===== src/hw/rtl/pmq_pkg.sv =====
// ----------------------------------------------------------------------------
// Priority message queue package
// Sizes, codes and shared types of the priority message queue.
// ----------------------------------------------------------------------------
`default_nettype none

package pmq_pkg;

    localparam int SLOTS     = 64;
    localparam int MAX_BYTES = 64;
    localparam int SLOT_W    = $clog2(SLOTS);
    localparam int LINK_W    = SLOT_W + 1;
    localparam int BYTE_W    = $clog2(MAX_BYTES);
    localparam int PAY_AW    = SLOT_W + BYTE_W;
    localparam int PAY_DEPTH = SLOTS * MAX_BYTES;

    localparam logic [LINK_W-1:0] NULL_LINK = LINK_W'(SLOTS);
    localparam logic [6:0]        SLOTS_7   = 7'(SLOTS);
    localparam logic [6:0]        MAXB_7    = 7'(MAX_BYTES);

    localparam logic [2:0] ST_OK        = 3'd0;
    localparam logic [2:0] ST_TOO_LONG  = 3'd1;
    localparam logic [2:0] ST_FULL      = 3'd2;
    localparam logic [2:0] ST_EMPTY     = 3'd3;
    localparam logic [2:0] ST_SMALL_BUF = 3'd4;

    localparam logic CMD_SEND = 1'b0;
    localparam logic CMD_RECV = 1'b1;

    localparam logic CFG_MAX_MSGS  = 1'b0;
    localparam logic CFG_MAX_BYTES = 1'b1;

    typedef enum logic [1:0] {
        PH_IDLE,
        PH_COLLECT,
        PH_DROP_FULL,
        PH_DROP_LONG
    } t_phase;

    typedef enum logic [3:0] {
        S_IDLE,
        S_POP,
        S_INS_START,
        S_INS_CHK,
        S_INS_W1,
        S_INS_W2,
        S_RX_RD,
        S_RX_ZLEN,
        S_RX_PRD,
        S_RX_OUT
    } t_state;

    typedef struct packed {
        logic              link_we;
        logic              meta_we;
        logic [SLOT_W-1:0] addr;
        logic [LINK_W-1:0] link;
        logic [15:0]       prio;
        logic [6:0]        len;
    } t_slot_wr;

endpackage

`default_nettype wire


===== src/hw/rtl/pmq_slot_mem.sv =====
// ----------------------------------------------------------------------------
// Slot memory
// Link, priority and length of every slot; links read as a chain until written.
// ----------------------------------------------------------------------------
`default_nettype none

module pmq_slot_mem
    import pmq_pkg::*;
(
    input  wire logic              i_clk,
    input  wire logic              i_rst_n,
    input  wire logic              i_rd_en,
    input  wire logic [SLOT_W-1:0] i_rd_addr,
    input  wire t_slot_wr          i_wr,
    output logic [LINK_W-1:0]      o_link,
    output logic [15:0]            o_prio,
    output logic [6:0]             o_len
);

    logic [LINK_W-1:0] r_link_mem [SLOTS];
    logic [15:0]       r_prio_mem [SLOTS];
    logic [6:0]        r_len_mem  [SLOTS];
    logic [SLOTS-1:0]  r_link_vld;
    logic [LINK_W-1:0] r_link_q;
    logic [SLOT_W-1:0] r_rd_idx;
    logic              r_rd_vld;

    always_ff @(posedge i_clk) begin
        if (!i_rst_n) begin
            r_link_vld <= '0;
        end else if (i_wr.link_we) begin
            r_link_vld[i_wr.addr] <= 1'b1;
        end
    end

    always_ff @(posedge i_clk) begin
        if (i_wr.link_we) begin
            r_link_mem[i_wr.addr] <= i_wr.link;
        end
        if (i_wr.meta_we) begin
            r_prio_mem[i_wr.addr] <= i_wr.prio;
            r_len_mem[i_wr.addr]  <= i_wr.len;
        end
        if (i_rd_en) begin
            r_link_q <= r_link_mem[i_rd_addr];
            o_prio   <= r_prio_mem[i_rd_addr];
            o_len    <= r_len_mem[i_rd_addr];
            r_rd_idx <= i_rd_addr;
            r_rd_vld <= r_link_vld[i_rd_addr];
        end
    end

    assign o_link = r_rd_vld ? r_link_q : LINK_W'({1'b0, r_rd_idx} + 1'b1);

endmodule

`default_nettype wire


===== config.mk =====
export PLATFORM = sky130hd
export DESIGN_NAME = pmq_slot_mem
export DESIGN_NICKNAME = d
export VERILOG_FILES = /design/src/hw/rtl/pmq_pkg.sv /design/src/hw/rtl/pmq_slot_mem.sv
export SDC_FILE = /design/constraint.sdc
export NUM_CORES = 2
export LEC_CHECK = 0
export BUFFER_PORTS_ARGS = -buffer_cell sky130_fd_sc_hd__buf_4
export CAP_MARGIN = 10
export CELL_PAD_IN_SITES_DETAIL_PLACEMENT = 0
export CELL_PAD_IN_SITES_GLOBAL_PLACEMENT = 1
export CORE_MARGIN = 2
export CORE_UTILIZATION = 55
export DETAILED_ROUTE_END_ITERATION = 8
export HOLD_SLACK_MARGIN = 0.03
export PLACE_DENSITY = 0.79
export SYNTH_ARGS = -nofsm -noshare
export SYNTH_HDL_FRONTEND = slang
export SYNTH_SLANG_ARGS = --single-unit

===== constraint.sdc =====
create_clock -name i_clk -period 3.42 [get_ports i_clk]
set_input_delay 0.342 -clock i_clk [delete_from_list [all_inputs] [get_ports i_clk]]
set_output_delay 0.342 -clock i_clk [all_outputs]
set_load 0.03 [all_outputs]

* Word level (Yosys, flattened, before mapping)
Memories as Yosys holds them, arrays and structs flattened. A register that Yosys moved wholly into a read port is not among the register bits.
Cells that the tools add are included.
** Storage, ports and cells
- Register bits after elaboration :: 71
- RAM bits :: 1920
- Output and inout bits :: 30
- Word-level logic and storage cells :: 21
- Memories :: 3
** Cells by class
- $add $sub $neg :: 1
- Magnitude comparators :: 3
- Multiplexer cells :: 9
- Bitwise logic cells :: 1
- Reductions and logical operators :: 1
** Memory list
- r_prio_mem :: words 64, width 16, read ports 1, clocked after Yosys merged registers in 1, write ports 1, RTL line pmq_slot_mem.sv:21 : logic [15:0] r_prio_mem [SLOTS];
- r_len_mem :: words 64, width 7, read ports 1, clocked after Yosys merged registers in 1, write ports 1, RTL line pmq_slot_mem.sv:22 : logic [6:0] r_len_mem [SLOTS];
- r_link_mem :: words 64, width 7, read ports 1, clocked after Yosys merged registers in 1, write ports 1, RTL line pmq_slot_mem.sv:20 : logic [LINK_W-1:0] r_link_mem [SLOTS];
** Operators with widths (count)
- 64-bit OR :: 1
- 6-bit by 7-bit < comparator with 1-bit output (second input constant) :: 2
- 6-bit by 1-bit adder with 7-bit output (second input constant) :: 1
- 7-bit 2-to-1 mux :: 1
- 1-bit binary-select mux with 6-bit select :: 1
- 1-bit demux with 6-bit select :: 1
- 6-bit by 1-bit >= comparator with 1-bit output (second input constant) :: 1
- 1-bit 2-to-1 mux :: 6
- 1-bit logical AND :: 1

* Longest topological paths before layout
- Depth in word-level cells :: 5
- Mapped depth :: 9

* Worst setup path after synthesis
OpenSTA, ideal clock, no wires.
- Path kind :: input -> register
- Start point :: in i_wr[32] (netlist name)
- End point :: mem r_len_mem[60][0], enable pin
- Library setup time :: 0.403 ns
- Data arrival time :: 2.373 ns
- Data required time :: 3.017 ns
- Path slack :: 0.644 ns
- Cell stages on the path :: 5
- Path through :: clkbuf_1 -> or3b_2 -> clkbuf_1 -> clkbuf_1 -> nor2_1
** RTL lines
- start: declaration :: RTL line pmq_slot_mem.sv:14 : input wire t_slot_wr i_wr,
- end: declaration :: RTL line pmq_slot_mem.sv:22
Straight into the memory's write port.

* Worst setup path in the final report
- Start point :: reg r_rd_idx[2]
- End point :: out o_link[5]
** On the way
- Word-level cells in the longest chain between the ends :: 2
** Ends and longest elaborated chain
- start: declaration :: RTL line pmq_slot_mem.sv:25 : logic [SLOT_W-1:0] r_rd_idx;
- start signal: assignment :: RTL line pmq_slot_mem.sv:48 : r_rd_idx <= i_rd_addr;
- 6-bit by 1-bit adder with 7-bit output :: RTL line pmq_slot_mem.sv:53 : assign o_link = r_rd_vld ? r_link_q : LINK_W'({1'b0, r_rd_idx} + 1'b1);
- 7-bit 2-to-1 mux :: RTL line pmq_slot_mem.sv:53
- end: declaration :: RTL line pmq_slot_mem.sv:15 : output logic [LINK_W-1:0] o_link,
Every way passes these cells.

==> metrics.md <==
| Metric | Value |
|---|---|
| P&R area growth vs syn | `13.47%` |
| CP Buf/Inv Count | `1` |
| Crit path max fanout | `3` |
| Area occupied by multi-input gates | `16170 um2` |
| Post-synthesis register bit count | `2021` |
| Number of enable flip-flop cells after synthesis | `1957` |
| Max-Cap Viols | `0` |
| Worst Path Required | `3080 ps` |
| RSZ-0062 raised after global routing | `no` |
| CTS clk-pin slew, worst paths | `60 ps` |
| First drt pass iteration count | `6` |
| Worst-Skew Late Latency | `820 ps` |
| Synth top cells by count | `1957 x edfxtp_1, 480 x mux4_2, 193 x nor2_1` |
| Mapped Nets | `3540` |
| Final TNS setup | `0 ps` |
| Reg area | `60050 um2` |
| Max Clk Rate | `349.7 MHz` |
| Synthesized cell area | `77120 um2` |
| Global placer's final weighted congestion | `0.8165` |
| Overall global routing resource usage | `26.55%` |
| Count leader, synth | `edfxtp_1` |
| Die X-Extent | `378.5 um` |
| Filler cell count | `9182` |
| Synth area leader | `edfxtp_1` |
| CTS tree | `yes` |
| Cells along the critical path | `and3_1 > nand3_1 > xor2_1 > o21ai_0 > buf_4` |
| # rows | `137` |
| Setup Skew | `31.42 ps` |
| Post-CTS setup buffers | `0` |
| CTS sink cnt | `2021` |
| Avg WL per Cell | `32.09 um` |
| Post-synthesis average cell area | `22.08 um2` |
| Initial antenna violation count | `9` |
| Min Tclk post-route | `2860 ps` |
| Nets | `3831` |
| Synth Flop Type | `edfxtp_1` |
| HP Class | `input port to flop` |
| # setup viols final | `0` |
| Worst Setup End Kind | `output port` |
| Part of the Yosys area used for sequential elements | `77.87%` |
| Iteration-0 DRC Markers | `4763` |
| Netlist cell types | `42` |
| Via Count | `37620` |
| Setup CP Type | `flop to output port` |
| Pleak | `27.70 nW` |
| Post-Syn Instances | `3492` |
| Tightest Pin Transition | `1120 ps` |
| First-pass GRT wire length | `268.0 mm` |
| Pwr Density | `586.4 nW/um2` |
| CTS Hold Bufs | `3` |
| Switch Pwr | `10.80 mW` |
| Rel. slew slack | `24.88%` |
| Post-CTS sizing | `0` |
| Number of H-tree levels | `4` |
| I/O pin count | `77` |
| Clock power share | `41.4%` |
| Die Area | `143200 um2` |
| Fin. max-slew vios | `0` |
| Internal | `40.50 mW` |
| Setup crit start kind | `flop` |
| Routed Antenna Nets | `0` |
| Top cells by area, synth | `edfxtp_1 76%, mux4_2 14%, dfxtp_1 1.7%` |
| IO buf count | `76` |
| Worst path arrival time | `2520 ps` |
| Critical path's slowest cell | `o21ai_0` |
| Grt ovf | `0` |
| Clock Tree Root | `clkbuf_16` |
| Sw Share | `21.06%` |
| Cts bufs inserted | `195` |
| Drt total wl | `186.9 mm` |
| Initial Util | `55.34%` |
| Synth Warn # | `0` |
| Vias per inst | `6.460` |
| Final core occ | `62.79%` |
| Die Y | `378.5 um` |
| Max incr delay on CP | `560 ps` |
| Final hold vios | `0` |
| DP Wirelength | `108.9 mm` |
| Post-synth top area share | `76.20%` |
| Share of cells above drive strength 1 | `29.77%` |
| Async SR Flop Fraction | `0%` |
| Status | `completed` |
| Maximum vdd drop | `0.0004834 V` |
| Vias in the first global route | `37650` |
| Sequential share of power | `53.5%` |
| Fin crit share | `83.62%` |
| Clock tree buffer depth | `3` |
| Largest net degree at the start of global routing | `65` |
| Combinational group share of total power | `5.1%` |
| Core area | `139400 um2` |
| DRC viols | `0` |
| CP delay by family, top | `compound AO/OA/AOI/OAI gates` |
-- layout by cell type (no fill, tap or decap), drive strengths merged, types with 33 or more instances in the layout --
cell,n
a21oi,34
o21a,64
o221ai,33
dfxtp,64
mux2i,85
o21ai,39
buf,294
clkbuf,252
nor2,194
o22ai,68
mux4,480
mux2,43
edfxtp,1957
a22oi,38
clkinv,73
-- flip-flops by register name, indices dropped and copies added (netlist names) --
register,flops
r_link_vld,64
o_prio,16
o_len,7
r_len_mem,448
r_link_mem,448
r_rd_vld,1
r_link_q,7
r_prio_mem,1024
r_rd_idx,6
-- area by class of cell --
type                       count  area share [%]
clock inverter               110           1.155
multi-input combinational   1267           18.47
tap                         1876           2.682
clock buffer                 251           6.067
sequential                  2021           68.62
timing repair buffer         298           2.994
antenna                        1        0.002860
-- power groups by stage --
stage / Combinational, mW / Sequential, mW / Clock, mW
5_1_grt: 2.76 / 27.5 / 22.4
3_5_place_dp: 2.62 / 28.0 / 0
4_1_cts: 2.64 / 27.5 / 21.5
6_report: 2.62 / 27.5 / 21.2
2_1_floorplan: 1.39 / 28.0 / 0
3_3_place_gp: 2.59 / 28.0 / 0
-- routing by layer --
metal	vias to the layer above	global-route usage [%]	wire (um)
met5	-	0	89
met4	14	7.946	5252
met1	20050	38.05	73170
met2	1931	41.89	90450
met3	302	5.337	17930
li1	15330	-	-
-- worst paths after layout --
kind,start,to,cells past startpoint,slack (ps)
worst min-delay path,i_wr[8],r_prio_mem[47][1],1,50
worst min register to register,r_link_vld[29],r_link_vld[29],1,460
worst max register to register,r_len_mem[54][2],o_len[2],4,970
worst max-delay path,r_rd_idx[2],o_link[5],5,560
-- metrics by stage --
step / cells / setup WS (ps) / power (mW) / instance area (um2) / hold slack [ps]
5_1_grt: 5823 / 463.3 / 52.66 / 87500 / 64.57
4_1_cts: 5823 / 586.9 / 51.57 / 87500 / 30.68
3_3_place_gp: 5459 / 15.71 / 30.56 / 81150 / 441.5
6_report: 5824 / 560.1 / 51.31 / 87500 / 50.27
2_1_floorplan: 3492 / 644.4 / 29.37 / 77120 / 435.4
3_5_place_dp: 5459 / 29.98 / 30.60 / 81150 / 448.4
-- logic make-up after synthesis --
| logic type | after synthesis | synth area share [%] |
|---|---|---|
| muxes | 608 | 15.75 |
| xor gates and xnor gates | 4 | 0.04544 |
| DFF | 2021 | 77.87 |
| and+or+nand+nor | 305 | 1.743 |
| AOI/OAI and AO/OA | 349 | 3.198 |
| adders and majority gates | 1 | 0.01622 |
| buffers and inverters | 204 | 1.382 |
Power figures use the tool's default switching activity.
